==> src/rtl/core/sict_pkg.sv <==
// ----------------------------------------------------------------------------
// sict_pkg: shared types and constants of the id compaction table
// Table depth, index widths, request and result items, status codes and the
// search item that travels along the chain of search cells.
// ----------------------------------------------------------------------------
package sict_pkg;

	localparam int unsigned TABLE_DEPTH = 1024;
	localparam int unsigned ID_W        = 40;
	localparam int unsigned IDX_W       = (TABLE_DEPTH > 2) ? $clog2(TABLE_DEPTH) : 1;
	localparam int unsigned CNT_W       = IDX_W + 1;

	localparam logic [1:0] STATUS_OK   = 2'd0;
	localparam logic [1:0] STATUS_FULL = 2'd1;
	localparam logic [1:0] STATUS_OOO  = 2'd2;

	localparam logic REQ_ASSIGN = 1'b0;
	localparam logic REQ_LOOKUP = 1'b1;

	typedef struct packed {
		logic            req_type;
		logic [ID_W-1:0] node_id;
	} req_t;

	typedef struct packed {
		logic [ID_W-1:0] new_id;
		logic [ID_W-1:0] run_start;
		logic [ID_W-1:0] run_new_start;
		logic [1:0]      status;
	} rsp_t;

	// One table entry: the old id at the start of a run and its dense id.
	typedef struct packed {
		logic [ID_W-1:0] key;
		logic [ID_W-1:0] val;
	} run_ent_t;

	// Search item handed from one cell to the next.
	typedef struct packed {
		logic             valid;
		logic [IDX_W-1:0] prefix;
		logic [ID_W-1:0]  id;
		run_ent_t         best;
	} srch_t;

endpackage

==> src/rtl/core/sict_cell.sv <==
// ----------------------------------------------------------------------------
// sict_cell: one step of the chained predecessor search
// Decides one bit of the matching entry index. The cell owns the entries whose
// lowest set index bit is its level; their memory is read as the item enters.
// ----------------------------------------------------------------------------
module sict_cell
	import sict_pkg::*;
(
	input  logic             clk,
	input  logic             arst_n,
	input  logic [IDX_W-1:0] level,
	input  logic [CNT_W-1:0] count,
	input  srch_t            up,
	input  run_ent_t         rdata,
	output srch_t            down
);

	logic             valid_q;
	logic [IDX_W-1:0] prefix_q;
	logic [ID_W-1:0]  id_q;
	run_ent_t         best_q;
	logic [IDX_W-1:0] cand;
	logic             hit;

	always_ff @(posedge clk or negedge arst_n) begin
		if (!arst_n) begin
			valid_q <= 1'b0;
		end else begin
			valid_q <= up.valid;
		end
	end

	always_ff @(posedge clk) begin
		prefix_q <= up.prefix;
		id_q     <= up.id;
		best_q   <= up.best;
	end

	// The candidate entry is taken only if it exists and its key is not above the id.
	assign cand = prefix_q | level;
	assign hit  = ({1'b0, cand} < count) && (rdata.key <= id_q);

	always_comb begin
		down.valid  = valid_q;
		down.id     = id_q;
		down.prefix = hit ? cand : prefix_q;
		down.best   = hit ? rdata : best_q;
	end

endmodule

==> config.mk <==
export PLATFORM = sky130hd
export DESIGN_NAME = sict_cell
export DESIGN_NICKNAME = d
export VERILOG_FILES = /design/src/rtl/core/sict_pkg.sv /design/src/rtl/core/sict_cell.sv
export SDC_FILE = /design/constraint.sdc
export NUM_CORES = 1
export LEC_CHECK = 0
export BUFFER_PORTS_ARGS = -buffer_cell sky130_fd_sc_hd__buf_2
export CAP_MARGIN = 20
export CORE_MARGIN = 4
export CORE_UTILIZATION = 25
export DETAILED_ROUTE_END_ITERATION = 10
export PLACE_DENSITY = 0.56
export SLEW_MARGIN = 20
export SYNTH_ARGS = -nofsm -noshare
export SYNTH_HDL_FRONTEND = slang
export SYNTH_SLANG_ARGS = --single-unit
==> constraint.sdc <==
create_clock -name clk -period 4.4 [get_ports clk]
set_input_delay 0.88 -clock clk [delete_from_list [all_inputs] [get_ports clk]]
set_output_delay 0.88 -clock clk [all_outputs]
set_load 0.03 [all_outputs]
# After elaboration in Yosys (flattened, before gate mapping)
# Index checks and enable logic that the tools add are counted.
dict set report classes {
  n_div 0
  reduce_logical 1
  n_shift 0
  n_eq_ne 0
  mux 2
  n_addsub 0
  n_lt_le_gt_ge 2
  bitwise_logic 1
  mul 0
}
# cell count
set op_table {}
lappend op_table {{80-bit two-way mux} 1}
lappend op_table {{40-bit <= comparator} 1}
lappend op_table {{10-bit by 11-bit < comparator with 1-bit output} 1}
lappend op_table {{10-bit two-way mux} 1}
lappend op_table {{10-bit OR} 1}
lappend op_table {{1-bit logical AND} 1}
dict set report word_totals {
  n_memories 0
  latchBits 0
  in_bits 234
  reg_bits 131
  mem_bits_rw 0
  rom_bits 0
  wordCells 11
}

# Logic depth before layout (Yosys ltp)
# Gate-level depths: netlist of run 1.
dict set report depth {
  depth_word 4
  ltp_mapped 12
  mapped_depth_nobuf 9
}

# Worst setup path after synthesis of run 1
# No wires, ideal clock.
dict set report synth_path {
  path_kind {input -> output}
  startpoint {input rdata[77] (netlist name)}
  endpoint {output down[120] (netlist name)}
  path_stages 11
  required_time_ps 3520
  setup_slack_ps 156
  arrival_time_ps 3364
  path_cell_list {ha_1 > nand4_2 > nor4_2 > nand3_1 > or3_1 > o311a_1 > a211o_1 > buf_4 > buf_6 > buf_6 > o21bai_1}
}
# item line
set synth_rtl {}
lappend synth_rtl {{from (decl)} sict_cell.sv:14} ;# input run_ent_t rdata,
lappend synth_rtl {{to (decl)} sict_cell.sv:15} ;# output srch_t down

==> results.json, run 1 <==
{
  "netlist_area_mm2": 0.00535,
  "finalSetupViolCount": 0,
  "slew_viol_final": 0,
  "routed_wl_mm": 16.9,
  "crit_path_start_kind": "input pin",
  "switchingPower_w": 0.00109,
  "core-area_mm2": 0.0210,
  "die_h_um": 154,
  "cts_sinks": 131,
  "vias": 4422,
  "slowest_delay_ns": 0.37,
  "synth_edf_count": 0,
  "synthArstFlopShare_pct": 0.763,
  "area_growth_pct": 55.9,
  "finalCriticalPeriod_ns": 4.38,
  "dr.pass1.iters": 4,
  "crit_family": "simple AND/OR/NAND/NOR gates",
  "worstMarginPinSlew_ns": 0.484,
  "grt_overflow": 0,
  "ctsHtreeMaxLevel": 4,
  "nets": 1098,
  "postSynthAreaPerCell_um2": 12.7,
  "power_frac_seq_pct": 34.3,
  "yosysMostFrequentCell": "dfxtp_1",
  "grt_pass1_vias": 4721,
  "track_usage_pct": 13.7,
  "p_leak_nw": 4.54,
  "clockBufferDepth": 2,
  "synth_top_area_share_pct": 48.6,
  "grt_pass1_wl_mm": 25.3,
  "hold_violations": 0,
  "cts_tree": "done",
  "fin_cells": 1103,
  "power_w": 0.00371,
  "fin_util_pct": 39.7,
  "numPortBuffers": 364,
  "combPwrFrac_pct": 24.3,
  "yosys-top-cells-count": "dfxtp_1, mux2_4, inv_1, ha_1, a21oi_1",
  "fin_crit_sh_pct": 99.6,
  "power_frac_clock_pct": 41.4,
  "synth.top_cells.by_area": "dfxtp_1, mux2_4, ha_1",
  "crit_top_cell": "buf_4",
  "syn_inst": 423,
  "status": "complete, no violations",
  "viasPerCell": 4.01,
  "swShare_pct": 29.3,
  "ys_ff_latch": 131,
  "crit_chain": "buf_2 -> ha_1 -> nand4_1 -> nor4_4 -> nand3_1 -> or3_4 -> buf_4 -> a211o_4 -> buf_12 -> buf_4 -> o21bai_1 -> buf_4",
  "numCtsBuffers": 17,
  "yosysWarnings": 0,
  "rsz0062_at_grt": "true",
  "pin_count": 365,
  "ys.flop_type": "dfxtp_1",
  "synth_cell_types": 30,
  "ctsHoldBuffers": 0,
  "synth_nets": 706,
  "dp_hpwl_mm": 14.1,
  "synth_area_leader_cell": "dfxtp_1",
  "place_ws_ns": -0.0925,
  "die_x_um": 154,
  "max_freq_mhz": 228,
  "cp.buffers_inverters": 5,
  "nFillCells": 2072,
  "path_class": "in2out",
  "dp_cells": 1068,
  "wl_per_cell_um": 15.3,
  "start_util_pct": 25.5,
  "drcViolationCount": 0,
  "power_per_cell_area_mw_per_mm2": 445,
  "slowest_stage": "a211o_4",
  "crit_required_ns": 3.52,
  "place_congestion": 0.786,
  "die-area_mm2": 0.0238,
  "root_buffer": "clkbuf_16",
  "drt_iter0_drc": 91,
  "yosysSeqAreaShare_pct": 49.1,
  "ir_drop_v": 0.000224,
  "crit_path_end_kind": "primary output",
  "antenna_found_initial": 3,
  "max_cap_viol_count": 0,
  "rows": 53,
  "tns_ns": 0,
  "drtAntennaViolNets": 0,
  "cp_max_fo": 33,
  "hold_class": "in2async",
  "drive_gt1_share_pct": 62.6,
  "worst_slack_ns": 0.0197,
  "max-slew-margin-rel_pct": 66.9,
  "clkTransAtPathRegs_ns": 0.06,
  "n_antenna_cell": 0,
  "grt_max_degree": 34,
  "worstPathArrival_ns": 3.50,
  "intPower_w": 0.00262
}
==> state kept, by name, summed over array words and instances (netlist names) <==
name	cells
best_q	80
id_q	40
prefix_q	10
valid_q	1
==> cells by family (layout without fill, tap and decap cells) <==
logic type	Yosys count	in the layout	synth area share [%]
DFF	131	131	49.1
muxes	80	80	22.4
buffers and inverters	70	475	6.31
adders and majority gates	49	49	11.5
AOI/OAI and AO/OA	48	48	5.94
and+or+nand+nor	45	45	4.84
==> power groups by stage <==
stage | logic, W | registers (W) | clock network, W
after floorplan | 0.000574 | 0.00133 | 0
after global placement | 0.000894 | 0.00130 | 0
after detailed placement | 0.000900 | 0.00130 | 0
after CTS | 0.000905 | 0.00128 | 0.00159
after global routing | 0.000966 | 0.00128 | 0.00165
final | 0.000901 | 0.00127 | 0.00154
==> per-stage QoR <==
stage	hold slack (ns)	cell area [um^2]
finish	0.238	8350
global placement	0.657	7580
global route	0.210	8350
floorplan	0.584	5350
CTS	0.216	8250
detailed placement	0.658	7580
==> what timing repair did <==
item | in CTS | in global routing
setup buffers | 2 | 1
resized for setup | 5 | 15
setup endpoints to repair | 82 | 83
hold endpoints to repair | 0 | 0
pin swaps | 1 | 0
==> cell usage in the layout, fill, tap and decap left out, drive strengths merged <==
master,count
a2111oi,2
a211o,1
a211oi,2
a21o,6
a21oi,18
a221o,2
buf,384
bufinv,4
clkbuf,18
clkinv,3
clkinvlp,3
dfrtp,1
dfxtp,130
ha,49
inv,63
mux2,80
nand2,6
nand3,7
nand4,13
nor2,5
nor2b,1
nor3,1
nor4,1
o211ai,1
o21ai,4
o21bai,10
o2bb2ai,1
o311a,1
or2,9
or3,1
or3b,1
==> per-layer routing <==
layer  vias up  part of all wire (%)  GRT usage [%]  wire length, um
met2       197                    50           23.6             8370
met5         -                  0.12              0               21
met3        20                   8.6           5.29             1440
met4         4                   1.6           4.21              276
li1       2239                     -              -                -
met1      1962                    40           15.8             6750
==> worst max-delay path by stage <==
stage / from / end / slack, ns / cells past startpoint
6_report: rdata[75] / down[126] / 0.02 / 12
5_1_grt: rdata[69] / down[123] / -0.09 / 12
4_1_cts: rdata[77] / down[126] / -0.004 / 12
3_5_place_dp: rdata[74] / down[126] / -0.09 / 12
3_3_place_gp: rdata[74] / down[123] / -0.04 / 12
2_1_floorplan: rdata[77] / down[120] / 0.16 / 11
==> area by class of cell <==
class                      instances  area (um^2)  share of cell area (%)
sequential                       131         2630                    31.5
multi-input combinational        222         2490                    29.8
timing repair buffer             384         2030                    24.3
clock buffer                      18          439                    5.26
tap                              275          344                    4.12
inverter                          59          221                    2.65
clock inverter                    14          200                    2.40
Note: power is estimated with default switching activity, not from simulation.
==> run 2: changes to the inputs <==
CTS_BUF_LIST = sky130_fd_sc_hd__clkbuf_8   (was not set)
==> run 2 against run 1 <==
  * Highest routed layer unchanged
  * Fmax hardly changed
  * Clock-buffer cell count unchanged
  * Total power is 10% lower
  * Non-clock buffer count unchanged
  * Sequential cell count unchanged
  * Critical path type unchanged
==> results.json, run 2 (synthesis gave the netlist of run 1 again) <==
{
  "finalSetupViolCount": 0,
  "drive_gt1_share_pct": 62.6,
  "routed_wl_mm": 16.9,
  "place_congestion": 0.786,
  "grt_pass1_wl_mm": 25.2,
  "numPortBuffers": 364,
  "path_class": "in2out",
  "max_cap_viol_count": 0,
  "cp_max_fo": 33,
  "dr.pass1.iters": 4,
  "grt_busiest_layer": "met2",
  "worstMarginPinSlew_ns": 0.481,
  "track_usage_pct": 13.7,
  "mostFrequentLayoutCell": "buf_2",
  "clkTransAtPathRegs_ns": 0.08,
  "drt_iter0_drc": 117,
  "cts_sinks": 131,
  "grt_max_degree": 34,
  "hold_violations": 0,
  "root_buffer": "clkbuf_8",
  "cts_tree": "done",
  "met3_usage_pct": 5.20,
  "vias": 4412,
  "pin_count": 365,
  "n_antenna_cell": 0,
  "ctsHtreeMaxLevel": 4,
  "hold_class": "in2async",
  "crit_top_cell": "buf_4",
  "worst_slack_ns": 0.0191,
  "final_cell_mix": "buf_2, dfxtp_1, mux2_4, inv_1, ha_1",
  "largestRegisters": "best_q: 80 flops, id_q: 40 flops, prefix_q: 10 flops",
  "grt_use_met2_pct": 23.5,
  "die-area_mm2": 0.0238,
  "crit_path_start_kind": "input pin",
  "start_util_pct": 25.5,
  "clockBufferDepth": 2,
  "viasPerCell": 4.00,
  "max-slew-margin-rel_pct": 67.1,
  "die_h_um": 154,
  "grt_overflow": 0,
  "place_area_mm2": 0.00758,
  "dp_hpwl_mm": 14.1,
  "max_freq_mhz": 228,
  "drtAntennaViolNets": 0,
  "place_ws_ns": -0.0925,
  "core-area_mm2": 0.0210,
  "crit_path_end_kind": "primary output",
  "finalInstanceArea_mm2": 0.00816,
  "top_register": "best_q",
  "ir_drop_v": 0.000158,
  "grt_pass1_vias": 4699,
  "drcViolationCount": 0,
  "crit_required_ns": 3.52,
  "rows": 53,
  "power_per_cell_area_mw_per_mm2": 409,
  "slowest_stage": "a211o_4",
  "area_growth_pct": 52.4,
  "antenna_found_initial": 3,
  "use_met1_pct": 15.7,
  "ctsHoldBuffers": 0,
  "fin_crit_sh_pct": 99.6,
  "crit_chain": "buf_2 -> ha_1 -> nand4_1 -> nor4_4 -> nand3_1 -> or3_4 -> buf_4 -> a211o_4 -> buf_12 -> buf_4 -> o21bai_1 -> buf_4",
  "worstPathArrival_ns": 3.50,
  "nets": 1098,
  "numCtsBuffers": 17,
  "slowest_delay_ns": 0.37,
  "largest_reg_flops": 80,
  "rsz0062_at_grt": "true",
  "slew_viol_final": 0,
  "wl_per_cell_um": 15.3,
  "fin_util_pct": 38.8,
  "die_x_um": 154,
  "p_leak_nw": 4.45,
  "finalCriticalPeriod_ns": 4.38,
  "power_w": 0.00333,
  "status": "complete, no violations"
}
==> run 2: cell counts in the layout (fill, tap and decap cells not counted) <==
No cell type changed its count.
==> run 2: critical path, delay by kind of cell <==
family / cells / cell delay, ns
adders and majority gates: 1 / 0.29
and+or+nand+nor: 4 / 0.96
AOI/OAI and AO/OA: 2 / 0.52
buffers and inverters: 5 / 0.81
==> run 2: final timing paths <==
check	to	startpoint	cells past startpoint
setup / recovery	down[126]	rdata[75]	12
min in group clk	best_q[0]	up[0]	1
max in group asynchronous	valid_q	arst_n	1
hold / removal	valid_q	arst_n	1
==> run 2: routing by layer <==
metal  part of all wire (%)  vias up  routed length, um
li1                       -     2237                  -
met1                     40     1955               6790
met2                     49      194               8350
met3                    8.4       22               1420
met4                    1.7        4                293
met5                   0.12        -                 21
==> run 2: area by class of cell <==
cell class,count,area (um^2)
multi-input combinational,222,2490
fill,2095,12900
inverter,59,221
tap,275,344
sequential,131,2630
timing repair buffer,384,2030
clock buffer,18,248
clock inverter,14,200
==> run 2: power by group <==
part           total [W]  switching [W]  internal (W)  leakage (nW)
registers        0.00127      0.0000231       0.00125          1.11
clock network    0.00116       0.000518      0.000641         0.217
logic           0.000901       0.000501      0.000400          3.13
==> run 2: stage by stage <==
| step | instances | TNS, ns | hold slack (ns) |
|---|---|---|---|
| floorplan | 423 | 0 | 0.584 |
| global placement | 1068 | -0.0656 | 0.657 |
| detailed placement | 1068 | -2.75 | 0.658 |
| CTS | 1102 | -0.00435 | 0.159 |
| global route | 1103 | -3.14 | 0.157 |
| finish | 1103 | 0 | 0.210 |
==> run 2: repair_timing <==
| item | CTS | global route |
|---|---|---|
| buffers inserted | 2 | 1 |
| setup endpoints to repair | 82 | 83 |
| resized for setup | 5 | 15 |
| pin swaps | 1 | 0 |
==> run 3: changes to the inputs <==
clock period = 4.6 ns   (was 4.4 ns; I/O delays follow)
==> run 3 against run 2 <==
  * Die area unchanged
  * Wire length rose by 7.9%
  * Sequential cell count is the same
  * Global-route usage is 0.41 points lower
  * Critical endpoint is now down[67]
  * Highest routed layer unchanged
  * Non-clock buffer count is the same
  * Sequential power down 4%
  * Worst setup slack improved by 0.048 ns
  * Clock-buffer cell count is the same
  * Core utilization grew 2.2 points
  * Worst hold slack better by 0.051 ns
==> results.json, run 3 (synthesis gave the netlist of run 1 again) <==
{
  "vias": 4515,
  "dp_cells": 1059,
  "root_buffer": "clkbuf_8",
  "finalCriticalPeriod_ns": 4.53,
  "top_register": "best_q",
  "largestRegisters": "best_q: 80 flops, id_q: 40 flops, prefix_q: 10 flops",
  "swShare_pct": 32.0,
  "core-area_mm2": 0.0210,
  "cts_sinks": 131,
  "mostFrequentLayoutCell": "buf_2",
  "nFillCells": 2024,
  "n_antenna_cell": 0,
  "die_h_um": 154,
  "wl_per_cell_um": 16.5,
  "finalSetupViolCount": 0,
  "die-area_mm2": 0.0238,
  "ir_drop_v": 0.000170,
  "slew_viol_final": 0,
  "worstMarginPinSlew_ns": 0.492,
  "clkTransAtPathRegs_ns": 0.07,
  "status": "complete, no violations",
  "seqCellArea_mm2": 0.00263,
  "max-slew-margin-rel_pct": 66.3,
  "hold_class": "in2async",
  "worstPathArrival_ns": 3.61,
  "pin_count": 365,
  "power_w": 0.00321,
  "place_area_mm2": 0.00751,
  "max_freq_mhz": 221,
  "crit_path_start_kind": "input pin",
  "crit_path_end_kind": "primary output",
  "routed_wl_mm": 18.2,
  "power_frac_clock_pct": 30.7,
  "fin_cells": 1105,
  "largest_reg_flops": 80,
  "power_per_cell_area_mw_per_mm2": 372,
  "tns_ns": 0,
  "antenna_found_initial": 2,
  "finalInstanceArea_mm2": 0.00862,
  "hold_violations": 0,
  "grt_pass1_vias": 4628,
  "drtAntennaViolNets": 0,
  "power_frac_seq_pct": 38.0,
  "start_util_pct": 25.5,
  "switchingPower_w": 0.00103,
  "numPortBuffers": 364,
  "crit_start": "rdata[77]",
  "max_cap_viol_count": 0,
  "intPower_w": 0.00218,
  "path_class": "in2out",
  "drt_iter0_drc": 142,
  "crit_required_ns": 3.68,
  "place_congestion": 0.792,
  "drcViolationCount": 0,
  "rows": 53,
  "ctsHtreeMaxLevel": 4,
  "drive_gt1_share_pct": 63.5,
  "dr.pass1.iters": 4,
  "cp_max_fo": 7,
  "grt_pass1_wl_mm": 24.5,
  "numCtsBuffers": 17,
  "grt_overflow": 0,
  "grt_max_degree": 34,
  "viasPerCell": 4.09,
  "p_leak_nw": 4.59,
  "clockBufferDepth": 2,
  "dp_hpwl_mm": 13.9,
  "area_growth_pct": 61.1,
  "hold_slack_ns": 0.261,
  "fin_crit_sh_pct": 98.6,
  "combPwrFrac_pct": 31.3,
  "die_x_um": 154,
  "cts_tree": "done",
  "nets": 1100,
  "final_cell_mix": "buf_2, dfxtp_1, mux2_4, inv_1, ha_1",
  "rsz0062_at_grt": "true",
  "track_usage_pct": 13.3,
  "multi_input_area_mm2": 0.00261
}
## run 3: cell count changes in the layout (fill, tap and decap cells not counted), moves of 2 or more
cell       before  now
a211o_4         1    3
buf_8           0    3
bufinv_16       4    2
buf_12          3    0
buf_6           1   38
ha_4            5    9
clkinv_2        1    3
ha_1           44   40
buf_4          21   10
buf_2         359  323
clkbuf_16       0    7
buf_16          0    3
## run 3: area by class of cell
cell class | count | share of cell area [%]
Sequential cell | 131 | 30.5
Clock inverter | 14 | 1.74
Clock buffer | 18 | 2.87
Timing Repair Buffer | 384 | 28.1
Inverter | 59 | 2.57
Multi-Input combinational cell | 224 | 30.3
Tap cell | 275 | 3.99
## run 3: worst max path at each step
stage / endpoint / slack (ns) / depth (start not counted)
after CTS: down[123] / 0.001 / 12
after global routing: down[124] / -0.05 / 12
after floorplan: down[120] / 0.28 / 11
after global placement: down[123] / 0.02 / 12
after detailed placement: down[123] / -0.03 / 12
final: down[67] / 0.07 / 11
## run 3: power by group through the flow
stage	clock network, W	logic (W)	registers, W
4_1_cts	0.00103	0.000852	0.00122
5_1_grt	0.00108	0.00107	0.00122
2_1_floorplan	0	0.000549	0.00128
6_report	0.000984	0.00101	0.00122
3_5_place_dp	0	0.000849	0.00124
3_3_place_gp	0	0.000846	0.00124
## run 3: repair_timing
item,in CTS,in global routing
hold buffers,0,0
cloned,0,12
setup buffers,0,2
pin swaps,0,13
endpoints found under the setup margin,2,86
resized for setup,2,141
endpoints found under the hold margin,0,0
## run 3: per-layer routing
layer	vias up	share of wire, %	GRT usage (%)
met5	-	0.22	0
met4	4	1.5	4.42
met3	17	8.3	5.29
met2	202	50	23.1
met1	2042	40	14.9
li1	2250	-	-
## run 3: critical path, stage by stage
cell       delay, ns
buf_2           0.11
ha_1            0.34
nand4_4         0.14
nor4_4          0.35
nand3_2         0.12
or3_4           0.39
o311a_4         0.15
a211o_4         0.43
clkbuf_16       0.21
mux2_4          0.30
buf_6           0.14
## run 3: stage by stage
stage / utilization (%) / setup WS [ns]
finish: 41.0 / 0.0667
global route: 41.0 / -0.0466
CTS: 37.7 / 0.000969
detailed placement: 35.7 / -0.0288
global placement: 35.7 / 0.0186
floorplan: - / 0.276
