[config.mk]
export PLATFORM = sky130hd
export DESIGN_NAME = sict_ram
export DESIGN_NICKNAME = d
export VERILOG_FILES = /design/src/rtl/core/sict_pkg.sv /design/src/rtl/core/sict_ram.sv
export SDC_FILE = /design/constraint.sdc
export NUM_CORES = 1
export LEC_CHECK = 0
export BUFFER_PORTS_ARGS = -buffer_cell sky130_fd_sc_hd__clkbuf_2
export CORE_MARGIN = 5
export CORE_UTILIZATION = 40
export CTS_CLUSTER_SIZE = 20
export DETAILED_ROUTE_END_ITERATION = 7
export SLEW_MARGIN = 10
export SYNTH_ARGS = -nofsm -noshare
export SYNTH_HDL_FRONTEND = slang
export SYNTH_SLANG_ARGS = --single-unit
[constraint.sdc]
create_clock -name clk -period 4.05 [get_ports clk]
set_clock_uncertainty 0.15 [all_clocks]
set_input_delay 0.2025 -clock clk [delete_from_list [all_inputs] [get_ports clk]]
set_output_delay 0.2025 -clock clk [all_outputs]
set_load 0.02 [all_outputs]
[src/rtl/core/sict_pkg.sv]
// ----------------------------------------------------------------------------
// sict_pkg: shared types and constants of the id compaction table
// Table depth, index widths, request and result items, status codes and the
// search item that travels along the chain of search cells.
// ----------------------------------------------------------------------------
package sict_pkg;

	localparam int unsigned TABLE_DEPTH = 1024;
	localparam int unsigned ID_W        = 40;
	localparam int unsigned IDX_W       = (TABLE_DEPTH > 2) ? $clog2(TABLE_DEPTH) : 1;
	localparam int unsigned CNT_W       = IDX_W + 1;

	localparam logic [1:0] STATUS_OK   = 2'd0;
	localparam logic [1:0] STATUS_FULL = 2'd1;
	localparam logic [1:0] STATUS_OOO  = 2'd2;

	localparam logic REQ_ASSIGN = 1'b0;
	localparam logic REQ_LOOKUP = 1'b1;

	typedef struct packed {
		logic            req_type;
		logic [ID_W-1:0] node_id;
	} req_t;

	typedef struct packed {
		logic [ID_W-1:0] new_id;
		logic [ID_W-1:0] run_start;
		logic [ID_W-1:0] run_new_start;
		logic [1:0]      status;
	} rsp_t;

	// One table entry: the old id at the start of a run and its dense id.
	typedef struct packed {
		logic [ID_W-1:0] key;
		logic [ID_W-1:0] val;
	} run_ent_t;

	// Search item handed from one cell to the next.
	typedef struct packed {
		logic             valid;
		logic [IDX_W-1:0] prefix;
		logic [ID_W-1:0]  id;
		run_ent_t         best;
	} srch_t;

endpackage

[src/rtl/core/sict_ram.sv]
// ----------------------------------------------------------------------------
// sict_ram: simple dual-port table memory
// One write port and one read port with registered read data.
// ----------------------------------------------------------------------------
module sict_ram
	import sict_pkg::*;
#(
	parameter int unsigned DEPTH = 2,
	parameter int unsigned AW    = 1
) (
	input  logic          clk,
	input  logic          we,
	input  logic [AW-1:0] waddr,
	input  run_ent_t      wdata,
	input  logic [AW-1:0] raddr,
	output run_ent_t      rdata
);

	run_ent_t mem [DEPTH];

	always_ff @(posedge clk) begin
		if (we) begin
			mem[waddr] <= wdata;
		end
		rdata <= mem[raddr];
	end

endmodule

== Yosys cells after proc, flatten, opt, wreduce, memory -nomap -nowiden ==
Memory sizes are Yosys's and may differ from the RTL's. A register that Yosys moved wholly into a read port is not among the register bits.
Cells that the tools add are included.
Storage, ports and cells
  output and inout bits: 80
  logic and storage cells: 3
  bits of input ports: 84
  memory bits (writable): 160
  register bits after elaboration: 0
  memories kept: 1
Memory list
  mem: words 2, bits a word 80, read ports 1, clocked after Yosys merged registers in 1, write ports 1, RTL line sict_ram.sv:19  | run_ent_t mem [DEPTH];
Operators by class
  mux-type cells: 2
Operators with widths (count)
  2-to-1 mux 1 bit: 2

== Depth between registers and ports, before layout ==
Gate-level depths: netlist (run 1).
  depth after elaboration: 2
  mapped depth: 3
  depth with buffers taken out: 1

== Worst setup path before layout (run 1) ==
No wires, ideal clock.
  path kind: input -> register
  start point: input waddr
  end point: memory mem[0][0] (netlist name) (enable)
  arrival time: 3.769 ns
  stages on the path: 1
  required time: 3.370 ns
  setup slack: -0.399 ns
  path through: nor2b_1
RTL lines
  from (decl): RTL line sict_ram.sv:13  | input logic [AW-1:0] waddr,
  to (decl): RTL line sict_ram.sv:19
No word-level cell before the write port.

== Worst setup path in the final report (run 1) ==
  start point: input raddr
  end point: register, netlist name rdata[0]
RTL lines
  from (decl): RTL line sict_ram.sv:15  | input logic [AW-1:0] raddr,
No word-level cell between the ends.

==> summary.md, run 1 <==
| Metric | Value |
|---|---|
| Top Ports | `around 160` |
| Total of max-cap violations | `0` |
| Cell area after placement | `slightly below 9000 um^2` |
| Post-route insts no fill | `around 880` |
| Clock root buffer | `clkbuf_16` |
| Peak Freq | `about 0.65 GHz` |
| Startpoint Class | `primary input` |
| Core area | `roughly 19,000 um^2` |
| Drt pass-1 iters | `4` |
| RSZ-0062 raised after global routing | `no` |
| Nets | `680` |
| Final ANT Viol Nets | `0` |
| Top_reg_cell synth | `edfxtp_1` |
| Largest net degree at the start of global routing | `66` |
| Synth top area share | `0.617` |
| Filler Cell Count | `1,548` |
| GR Util All Layers | `0.121` |
| Placer Congestion | `0.687` |
| # port buffers | `about 160` |
| CTS Sinks | `240` |
| # diodes | `0` |
| Setup WS pre-CTS | `a little under 2 ns` |
| Setup ws final | `2.51 ns` |
| Gate Count Post-Synth | `between 300 and 400` |
| Crit. End Element | `register` |
| Setup TNS Final | `0 ns` |
| Synth top cells by count | `edfxtp_1 (160), dfxtp_1 (80), mux2_4 (80), buf_12 (8)` |
| Clock Path Buffers | `3` |
| PnR Total Power | `roughly 5400 uW` |
| HP Class | `primary input to register` |
| H-Tree Depth | `1` |
| Period minus WS final | `1.54 ns` |
| Cell Rows | `51` |
| Clock tree from TritonCTS | `yes` |
| Initial core utilization | `0.403` |
| Ys async rst share | `0` |
| Worst slew pin tran | `just under 1 ns` |
| Top cells by area, synth | `edfxtp_1 (62%), dfxtp_1 (21%), mux2_4 (15%)` |
| Critical path class | `primary input to register` |
| Num CTS Buffers | `25` |
| Peak VDD IR | `0.000319 V` |
| DIE HEIGHT | `between 100 and 150 um` |
| First-pass GRT wire length | `between 20,000 and 25,000 um` |
| Die area | `~22,000 um^2` |
| Clk pin slew, worst setup/hold paths | `roughly 0.060 ns` |
| Vias in the first global route | `4,146` |
| Post-Route WL | `13,700 um` |
| Pleak | `0.00424 uW` |
| Die W | `~150 um` |
| Placed cell count | `about 750` |
| Net Count, Synth | `415` |
| Overflow after GRT | `0` |
| Sequential area share after synthesis | `0.822` |
| Top-count cell post-synth | `edfxtp_1` |
| Total power divided by cell area | `between 500 and 600 nW/um^2` |
| Post-DR wirelength/cell | `15.6 um` |
| Mapped Area | `7790 um^2` |
| Synth warn | `0` |
| DR iter-0 viols | `87` |
| Total number of vias | `about 3,700` |
| Vias per Instance | `between 4 and 5` |
| Critical Path AT | `roughly 1.8 ns` |
| Distinct cells, synth | `7` |
| Status | `complete, no violations` |
| Setup-failing EPs final | `0` |
| Yosys reg bits | `between 200 and 250` |
| Layout cells sized above 1 | `0.459` |
| Cell taking the most area after synthesis | `edfxtp_1` |
| Area delta synth->final | `33.0%` |
| Post-route DRC violation count | `0` |
| Max-slew violations | `0` |
| Worst-path fanout max | `between 50 and 60` |
| Required @ worst endpoint | `~4.3 ns` |
| Relative slew slack | `0.341` |
| Clock latency at the later pin of the worst-skew pair | `between 0.5 and 0.6 ns` |
| Final period utilization | `0.380` |
| Final Hold Fails | `0` |
| Fin area | `10,400 um^2` |
| Number of synthesized flops with an enable pin | `160` |
| Synth Area per Inst | `~24 um^2` |
| Antenna violations before repair | `0` |
flip-flops by register name (all words and copies together), names as in the netlist:
register / cells
mem: 160
rdata: 80
cell families after synthesis:
kind of cell           count (synthesis)  synth area share
and+or+nand+nor                        2           0.00161
muxes                                 80             0.154
DFF                                  240             0.822
buffers and inverters                  9            0.0220
layout by cell type (no fill, tap or decap):
cell type / count
dlygate4sd3_1: 80
inv_6: 1
dfxtp_1: 80
edfxtp_1: 160
nor2b_4: 1
clkbuf_16: 25
mux2_4: 80
buf_12: 1
clkinv_2: 4
clkbuf_1: 6
and2_4: 1
buf_4: 4
clkbuf_8: 2
clkinv_1: 6
clkinv_4: 1
clkbuf_2: 162
critical path, cell delays in order:
cell    delay [ns]
buf_4         0.72
buf_4         0.46
mux2_4        0.34
stage by stage:
step	utilization	hold slack, ns
after floorplan	-	0.151
after global placement	0.456	0.241
after detailed placement	0.456	0.245
after CTS	0.536	0.0442
after global routing	0.536	0.0676
final	0.536	0.0536
power breakdown:
part / internal, uW / total [uW] / switching, uW
clock network: 1170 / 2030 / 864
registers: 2810 / 2860 / 51.3
logic: 238 / 470 / 233
total: 4220 / 5370 / 1150
path summary, 6_finish.rpt:
path / cells after the start / end / slack (ns) / startpoint
worst max-delay path: 3 / rdata[0] / 2.51 / raddr
worst max register to register: 1 / rdata[22] / 3.13 / mem[1][22]
worst min-delay path: 2 / mem[0][22] / 0.05 / waddr
worst min register to register: 1 / rdata[76] / 0.32 / mem[0][76]
repair_timing:
action | 4_1_cts | 5_1_grt
setup endpoints to repair | 0 | 0
hold buffers | 80 | 0
setup buffers | 0 | 0
endpoints found under the hold margin | 160 | 0
gates resized for setup | 0 | 0
layout make-up:
| cell class | instances | area, um^2 | area share |
|---|---|---|---|
| clock inverter | 12 | 60.1 | 0.00580 |
| clock buffer | 33 | 676 | 0.0652 |
| sequential | 240 | 6410 | 0.618 |
| tap | 265 | 332 | 0.0320 |
| multi-input combinational | 82 | 1220 | 0.118 |
| timing repair buffer | 247 | 1660 | 0.160 |
per-layer routing:
layer / vias to the layer above / GRT usage / part of all wire
met5: - / 0 / 0
met4: 0 / 0.0307 / 0.011
met2: 112 / 0.226 / 0.52
met1: 1829 / 0.139 / 0.40
li1: 1780 / - / -
met3: 15 / 0.0303 / 0.063
Note: power is estimated with default switching activity, not from simulation.
==> run 2, diff against run 1 <==
--- a/config.mk
+++ b/config.mk
@@ -5,6 +5,7 @@
 export SDC_FILE = /design/constraint.sdc
 export NUM_CORES = 1
 export LEC_CHECK = 0
+export ABC_AREA = 1
 export BUFFER_PORTS_ARGS = -buffer_cell sky130_fd_sc_hd__clkbuf_2
 export CORE_MARGIN = 5
 export CORE_UTILIZATION = 40
==> constraint.sdc (replaced) <==
create_clock -name clk -period 1.29 [get_ports clk]
set_clock_uncertainty 0.15 [all_clocks]
set_input_delay 0.0645 -clock clk [delete_from_list [all_inputs] [get_ports clk]]
set_output_delay 0.0645 -clock clk [all_outputs]
set_load 0.02 [all_outputs]
==> summary.md, run 2 <==
| Metric | Value |
|---|---|
| Status | `complete, no violations (unchanged)` |
| Peak VDD IR | `0.000993 V (was 0.000319 V)` |
| Flop2flop setup slack | `0.52 ns (was 3.13 ns)` |
| Utilization after layout | `0.554 (was 0.536)` |
| Critical path class | `register to primary output (was primary input to register)` |
| Vias in the first global route | `4,477 (was 4,146)` |
| Top Registers | `mem: 160 flops, rdata: 80 flops (unchanged)` |
| Die area | `21,500 um^2 (was 22,400 um^2)` |
| Critical path depth in cells | `1 (was 3)` |
| Setup WS pre-CTS | `0.00742 ns (was 1.97 ns)` |
| Setup TNS Final | `0 ns (unchanged)` |
| Synth top area share | `0.643 (was 0.617)` |
| Initial core utilization | `0.404 (was 0.403)` |
| HP Class | `primary input to register (unchanged)` |
| Clock Path Buffers | `3 (unchanged)` |
| Crit-path cells | `clkbuf_2 (was buf_4, buf_4, mux2_4)` |
| Reg-to-Reg End | `rdata[35] (was rdata[22])` |
| Ys async rst share | `0 (unchanged)` |
| Worst-path fanout max | `1 (was 51)` |
| Post-DR wirelength/cell | `14.1 um (was 15.6 um)` |
| Synth top cells by count | `nand2_1 (241), edfxtp_1 (160), dfxtp_1 (80), buf_6 (9), buf_2 (8) (was edfxtp_1 (160), dfxtp_1 (80), mux2_4 (80), buf_12 (8))` |
| Largest net degree at the start of global routing | `44 (was 66)` |
| Clock latency at the later pin of the worst-skew pair | `0.50 ns (was 0.51 ns)` |
| Top cells by area, synth | `edfxtp_1 (64%), dfxtp_1 (21%), nand2_1 (12%) (was edfxtp_1 (62%), dfxtp_1 (21%), mux2_4 (15%))` |
| Overflow after GRT | `0 (unchanged)` |
| R2R Path Start | `mem[1][35] (was mem[1][22])` |
| Required @ worst endpoint | `1.08 ns (was 4.29 ns)` |
| CTS Sinks | `240 (unchanged)` |
| Final Hold Fails | `0 (unchanged)` |
| Mapped Area | `7470 um^2 (was 7790 um^2)` |
| Startpoint Class | `register (was primary input)` |
| Most common cell after layout, fill and taps aside | `nand2_1 (was clkbuf_2)` |
| DPL Wire Length | `8860 um` |
| Crit. End Element | `primary output (was register)` |
| First-pass GRT wire length | `23,600 um (was 21,200 um)` |
| Total of max-cap violations | `0 (unchanged)` |
| Leading cell types in the layout, fill and taps excluded | `nand2_1 (240), clkbuf_2 (161), edfxtp_1 (160) (was clkbuf_2 (162), edfxtp_1 (160), mux2_4 (80), dlygate4sd3_1 (80), dfxtp_1 (80))` |
| Top-count cell post-synth | `nand2_1 (was edfxtp_1)` |
| Period minus WS final | `1.24 ns` |
| Final period utilization | `0.961` |
| Hold Crit Endpoint | `mem[0][79] (was mem[0][22])` |
| Vias per Instance | `4.35 (was 4.25)` |
| Hold_sp | `waddr (unchanged)` |
| Fin area | `10,300 um^2 (was 10,400 um^2)` |
| Nets | `848 (was 680)` |
| Distinct cells, synth | `8 (was 7)` |
| GR Util All Layers | `0.134 (was 0.121)` |
| Setup-failing EPs final | `0 (unchanged)` |
| Top_reg_cell synth | `edfxtp_1 (unchanged)` |
| Cell Rows | `50 (was 51)` |
| Number of synthesized flops with an enable pin | `160 (unchanged)` |
| Sequential area share after synthesis | `0.857 (was 0.822)` |
| DR iter-0 viols | `218 (was 87)` |
| Critical path's slowest cell | `dfxtp_1 (was buf_4)` |
| # port buffers | `163 (unchanged)` |
| Final ANT Viol Nets | `0 (unchanged)` |
| DIE HEIGHT | `147 um (was 150 um)` |
| CP top delay family | `flip-flops (was buffers and inverters)` |
| Pleak | `0.00439 uW (was 0.00424 uW)` |
| Setup ws final | `0.0499 ns (was 2.51 ns)` |
| CP max stage delay | `0.35 ns (was 0.72 ns)` |
| Post-route DRC violation count | `0 (unchanged)` |
| Critical Path AT | `1.03 ns (was 1.77 ns)` |
| Core area | `18,500 um^2 (was 19,300 um^2)` |
| Max-slew violations | `0 (unchanged)` |
| Drt pass-1 iters | `5 (was 4)` |
| Layout cells sized above 1 | `0.274 (was 0.459)` |
| Cell area after placement | `8620 um^2 (was 8820 um^2)` |
| Placer Congestion | `0.733 (was 0.687)` |
| Antenna violations before repair | `0 (unchanged)` |
| Clk pin slew, worst setup/hold paths | `0.06 ns (about the same)` |
| Worst slew pin tran | `0.388 ns (was 0.988 ns)` |
| Worst-case reg-to-reg path depth | `2 (was 1)` |
| Synth Area per Inst | `14.9 um^2 (was 23.5 um^2)` |
| RSZ-0062 raised after global routing | `no (unchanged)` |
| Relative slew slack | `0.742 (was 0.341)` |
| Die W | `147 um (was 150 um)` |
| Total power divided by cell area | `1680 nW/um^2 (was 518 nW/um^2)` |
| Total number of vias | `4,420 (was 3,736)` |
| Net Count, Synth | `586 (was 415)` |
| Hold Crit Depth | `3 (was 2)` |
| Area delta synth->final | `37.2% (was 33.0%)` |
| Worst Path Buf+Inv | `1 (was 2)` |
| Clock root buffer | `clkbuf_16 (unchanged)` |
| # diodes | `0 (unchanged)` |
| Synth warn | `0 (unchanged)` |
| Clock tree from TritonCTS | `yes (unchanged)` |
| Gate Count Post-Synth | `502 (was 331)` |
| Top Ports | `164 (unchanged)` |
| H-Tree Depth | `1 (unchanged)` |
| Cell taking the most area after synthesis | `edfxtp_1 (unchanged)` |
| Num CTS Buffers | `24 (was 25)` |
| PnR Total Power | `17,300 uW (was 5370 uW)` |
| Most flops, register | `mem (unchanged)` |
| Max reg flops | `160 (unchanged)` |
| Post-Route WL | `14,300 um (was 13,700 um)` |
| Yosys reg bits | `240 (unchanged)` |
| Peak Freq | `slightly above 0.8 GHz` |
-- run 2: cell count changes after synthesis --
cell / change
nor2_1: +1
inv_6: +1
mux2_4: -80
and2_1: -1
buf_12: -8
nand2_1: +241
buf_2: +8
inv_1: +2
buf_6: +8
nor2b_1: -1
-- run 2: kinds of logic (layout without fill, tap and decap cells) --
| group | after synthesis | after routing | synth area share |
|---|---|---|---|
| AND/OR/NAND/NOR | 242 | 242 | 0.122 |
| flip-flops | 240 | 240 | 0.857 |
| buffers and inverters | 20 | 300 | 0.0211 |
-- run 2: worst max path at each step --
stage	startpoint	endpoint	slack [ns]
after floorplan	we	mem[0][0]	-0.54
after global placement	we	mem[0][37]	0.02
after detailed placement	we	mem[0][37]	0.007
after CTS	rdata[7]	rdata[7]	0.02
after global routing	rdata[7]	rdata[7]	0.007
final	rdata[7]	rdata[7]	0.05
-- run 2: final cells by class --
class                      count  area [um^2]
clock buffer                  35          724
clock inverter                 9         95.1
fill                        1470         8260
inverter                       3         32.5
multi-input combinational    242          932
sequential                   240         6410
tap                          234          293
timing repair buffer         253         1770
-- run 2: tightest hold or removal path: stages --
cell and delay, ns:
clkbuf_2 0.17, nor2_4 0.07, buf_12 0.17
-- run 2: report_power, final --
part           internal (uW)  leakage (uW)  switching [uW]
clock                   4290      0.000402            2650
combinational            539       0.00181             811
sequential              8810       0.00218             152
total                  13600       0.00439            3620
-- run 2: timing repair --
item	in CTS	in global routing
endpoints found under the hold margin	233	0
buffers inserted	0	0
resized for setup	0	1
hold buffers	81	0
setup endpoints to repair	0	1
-- run 2: metrics by stage --
step	cells	hold slack, ns
4_1_cts	1016	0.0155
3_5_place_dp	891	0.107
5_1_grt	1016	0.0257
6_report	1016	0.0297
2_1_floorplan	502	0.0134
3_3_place_gp	891	0.107
-- run 2: layer usage --
metal  GRT usage  part of all wire  vias up
met5           0                 0        -
met4      0.0357             0.019        0
met3      0.0372             0.078       24
met2       0.217              0.48      145
met1       0.179              0.42     2053
li1            -                 -     2198
==> run 3, diff against run 2 <==
--- a/config.mk
+++ b/config.mk
@@ -5,12 +5,13 @@
 export SDC_FILE = /design/constraint.sdc
 export NUM_CORES = 1
 export LEC_CHECK = 0
-export ABC_AREA = 1
 export BUFFER_PORTS_ARGS = -buffer_cell sky130_fd_sc_hd__clkbuf_2
 export CORE_MARGIN = 5
 export CORE_UTILIZATION = 40
+export CTS_BUF_LIST = sky130_fd_sc_hd__clkbuf_2 sky130_fd_sc_hd__clkbuf_4 sky130_fd_sc_hd__clkbuf_8
 export CTS_CLUSTER_SIZE = 20
 export DETAILED_ROUTE_END_ITERATION = 7
+export SETUP_SLACK_MARGIN = 0.1
 export SLEW_MARGIN = 10
 export SYNTH_ARGS = -nofsm -noshare
 export SYNTH_HDL_FRONTEND = slang
==> summary.md, run 3 (same netlist as run 1, synthesis figures left out) <==
| Metric | Value |
|---|---|
| Crit-path cells | `buf_8 (was clkbuf_2)` |
| Critical Path AT | `0.99 ns (was 1.03 ns)` |
| DIE HEIGHT | `150 um (was 147 um)` |
| Worst-path fanout max | `1 (unchanged)` |
| Cell area after placement | `8920 um^2 (was 8620 um^2)` |
| Clock latency at the later pin of the worst-skew pair | `0.51 ns (was 0.50 ns)` |
| Met2 Routed Length | `7500 um (was 6880 um)` |
| Peak VDD IR | `0.000838 V (was 0.000993 V)` |
| Hold_sp | `wdata[43] (was waddr)` |
| First-pass GRT wire length | `22,800 um (was 23,600 um)` |
| Postcts setup bufs | `0 (unchanged)` |
| HP Class | `primary input to register (unchanged)` |
| Multi-input logic area | `1220 um^2 (was 932 um^2)` |
| CP top delay family | `flip-flops (unchanged)` |
| Setup WS pre-CTS | `0.123 ns (was 0.00742 ns)` |
| Filler Cell Count | `1,389 (was 1,470)` |
| Critical path's slowest cell | `dfxtp_2 (was dfxtp_1)` |
| GR Util All Layers | `0.132 (was 0.134)` |
| Setup-failing EPs final | `0 (unchanged)` |
| Initial core utilization | `0.403 (was 0.404)` |
| Final Hold Fails | `0 (unchanged)` |
| Peak Freq | `0.832 GHz (was 0.806 GHz)` |
| # diodes | `0 (unchanged)` |
| Nets | `702 (was 848)` |
| Wl on met1 | `5720 um (was 6060 um)` |
| Worst Path Buf+Inv | `1 (unchanged)` |
| Pleak | `0.00460 uW (was 0.00439 uW)` |
| Clock tree from TritonCTS | `yes (unchanged)` |
| Sequential power share | `0.527 (was 0.519)` |
| Most common cell after layout, fill and taps aside | `edfxtp_1 (was nand2_1)` |
| Startpoint Class | `register (unchanged)` |
| Setup TNS Final | `0 ns (unchanged)` |
| Final ANT Viol Nets | `0 (unchanged)` |
| CTS Sinks | `240 (unchanged)` |
| Drt pass-1 iters | `4 (was 5)` |
| H-Tree Depth | `2 (was 1)` |
| Die W | `150 um (was 147 um)` |
| Worst slew pin tran | `0.341 ns (was 0.388 ns)` |
| Clock root buffer | `clkbuf_8 (was clkbuf_16)` |
| Register Area | `6510 um^2 (was 6410 um^2)` |
| Num CTS Buffers | `39 (was 24)` |
| Total of max-cap violations | `0 (unchanged)` |
| Fin area | `11,400 um^2 (was 10,300 um^2)` |
| Total number of vias | `3,901 (was 4,420)` |
| DR iter-0 viols | `171 (was 218)` |
| R2R Path Start | `mem[1][8] (was mem[1][35])` |
| Antenna violations before repair | `0 (unchanged)` |
| Setup ws final | `0.0878 ns (was 0.0499 ns)` |
| Comb power frac | `0.113 (was 0.078)` |
| Critical Path Source | `rdata[70] (was rdata[7])` |
| Placed cell count | `759 (was 891)` |
| Core area | `19,300 um^2 (was 18,500 um^2)` |
| Cell Rows | `51 (was 50)` |
| Largest net degree at the start of global routing | `41 (was 44)` |
| Clk pin slew, worst setup/hold paths | `0.06 ns (about the same)` |
| Clock power frac | `0.359 (was 0.402)` |
| Switching part of the total power | `0.219 (was 0.210)` |
| Post-DR wirelength/cell | `16.2 um (was 14.1 um)` |
| Post-route insts no fill | `911 (was 1,016)` |
| Most flops, register | `mem (unchanged)` |
| Max reg flops | `160 (unchanged)` |
| RSZ-0062 raised after global routing | `yes (was no)` |
| CP max stage delay | `0.36 ns (was 0.35 ns)` |
| Placer Congestion | `0.701 (was 0.733)` |
| Detailed-routed wire length on met3 | `1150 um (was 1110 um)` |
| Period minus WS final | `1.20 ns (was 1.24 ns)` |
| Die area | `22,400 um^2 (was 21,500 um^2)` |
| Area delta synth->final | `46.6% (was 37.2%)` |
| Leading cell types in the layout, fill and taps excluded | `edfxtp_1 (160), dlygate4sd3_1 (83), clkbuf_2 (82) (was nand2_1 (240), clkbuf_2 (161), edfxtp_1 (160))` |
| Clock Path Buffers | `3 (unchanged)` |
| Worst-case reg-to-reg path depth | `1 (was 2)` |
| Critical path class | `register to primary output (unchanged)` |
| Hold Crit Endpoint | `mem[0][43] (was mem[0][79])` |
| # port buffers | `163 (unchanged)` |
| Vias per Instance | `4.28 (was 4.35)` |
| Reg-to-Reg End | `rdata[8] (was rdata[35])` |
| Max-slew violations | `0 (unchanged)` |
| DR top layer | `met4 (unchanged)` |
| Crit. End Element | `primary output (unchanged)` |
| P_sw | `3800 uW (was 3620 uW)` |
| Status | `complete, no violations (unchanged)` |
| Final period utilization | `0.932 (was 0.961)` |
| Post-route DRC violation count | `0 (unchanged)` |
| Total power divided by cell area | `1520 nW/um^2 (was 1680 nW/um^2)` |
| Top Registers | `mem: 160 flops, rdata: 80 flops (unchanged)` |
| Post-Route WL | `14,700 um (was 14,300 um)` |
| Overflow after GRT | `0 (unchanged)` |
| Critical path depth in cells | `1 (unchanged)` |
| Flop2flop setup slack | `0.36 ns (was 0.52 ns)` |
| Vias in the first global route | `4,324 (was 4,477)` |
| Hold Crit Depth | `2 (was 3)` |
| P_int | `13,500 uW (was 13,600 uW)` |
| Required @ worst endpoint | `1.08 ns (about the same)` |
| Top Ports | `164 (unchanged)` |
| Layout cells sized above 1 | `0.618 (was 0.274)` |
| Relative slew slack | `0.773 (was 0.742)` |
run 3: cell count changes in the layout (fill, tap and decap cells not counted), sizes merged, moves of 2 or more:
cell / delta
nand2: -241
mux2: +80
buf: +79
clkbuf: -62
clkinv: +8
bufinv: -2
dlygate4sd3: +2
inv: -2
run 3: worst max-delay path by stage:
| stage | to | slack, ns |
|---|---|---|
| after floorplan | mem[0][0] | -0.57 |
| after global placement | mem[1][63] | 0.14 |
| after detailed placement | mem[1][60] | 0.12 |
| after CTS | rdata[17] | 0.03 |
| after global routing | rdata[70] | 0.03 |
| final | rdata[70] | 0.09 |
run 3: final cells by class:
cell class	count	area share
multi-input cells	82	0.107
clock inverters	17	0.00767
repair buffers	255	0.227
clock buffers	52	0.0594
flip-flops and latches	240	0.570
well taps	265	0.0290
run 3: power by group through the flow:
stage | logic, uW | registers [uW] | clock network, uW
global placement | 1320 | 9130 | 0
CTS | 1880 | 9070 | 6460
floorplan | 548 | 9410 | 0
detailed placement | 1340 | 9150 | 0
finish | 1960 | 9130 | 6220
global route | 2060 | 9190 | 6850
run 3: repair_timing:
item / 4_1_cts / 5_1_grt
hold buffers: 83 / 0
hold endpoints to repair: 325 / 0
pin swaps: 0 / 0
setup endpoints to repair: 80 / 80
resized for setup: 235 / 85
run 3: layer usage:
layer / global-route usage / vias to the layer above
met2: 0.227 / 147
met4: 0.0499 / 0
met1: 0.152 / 1885
met5: 0 / -
met3: 0.0478 / 33
li1: - / 1836
run 3: stage by stage:
stage                      util  hold WS [ns]  total power [uW]
after floorplan               -        0.0134              9950
after global placement    0.461         0.107             10400
after detailed placement  0.461         0.107             10500
after CTS                 0.585        0.0850             17400
after global routing      0.591        0.0942             18100
final                     0.591         0.128             17300
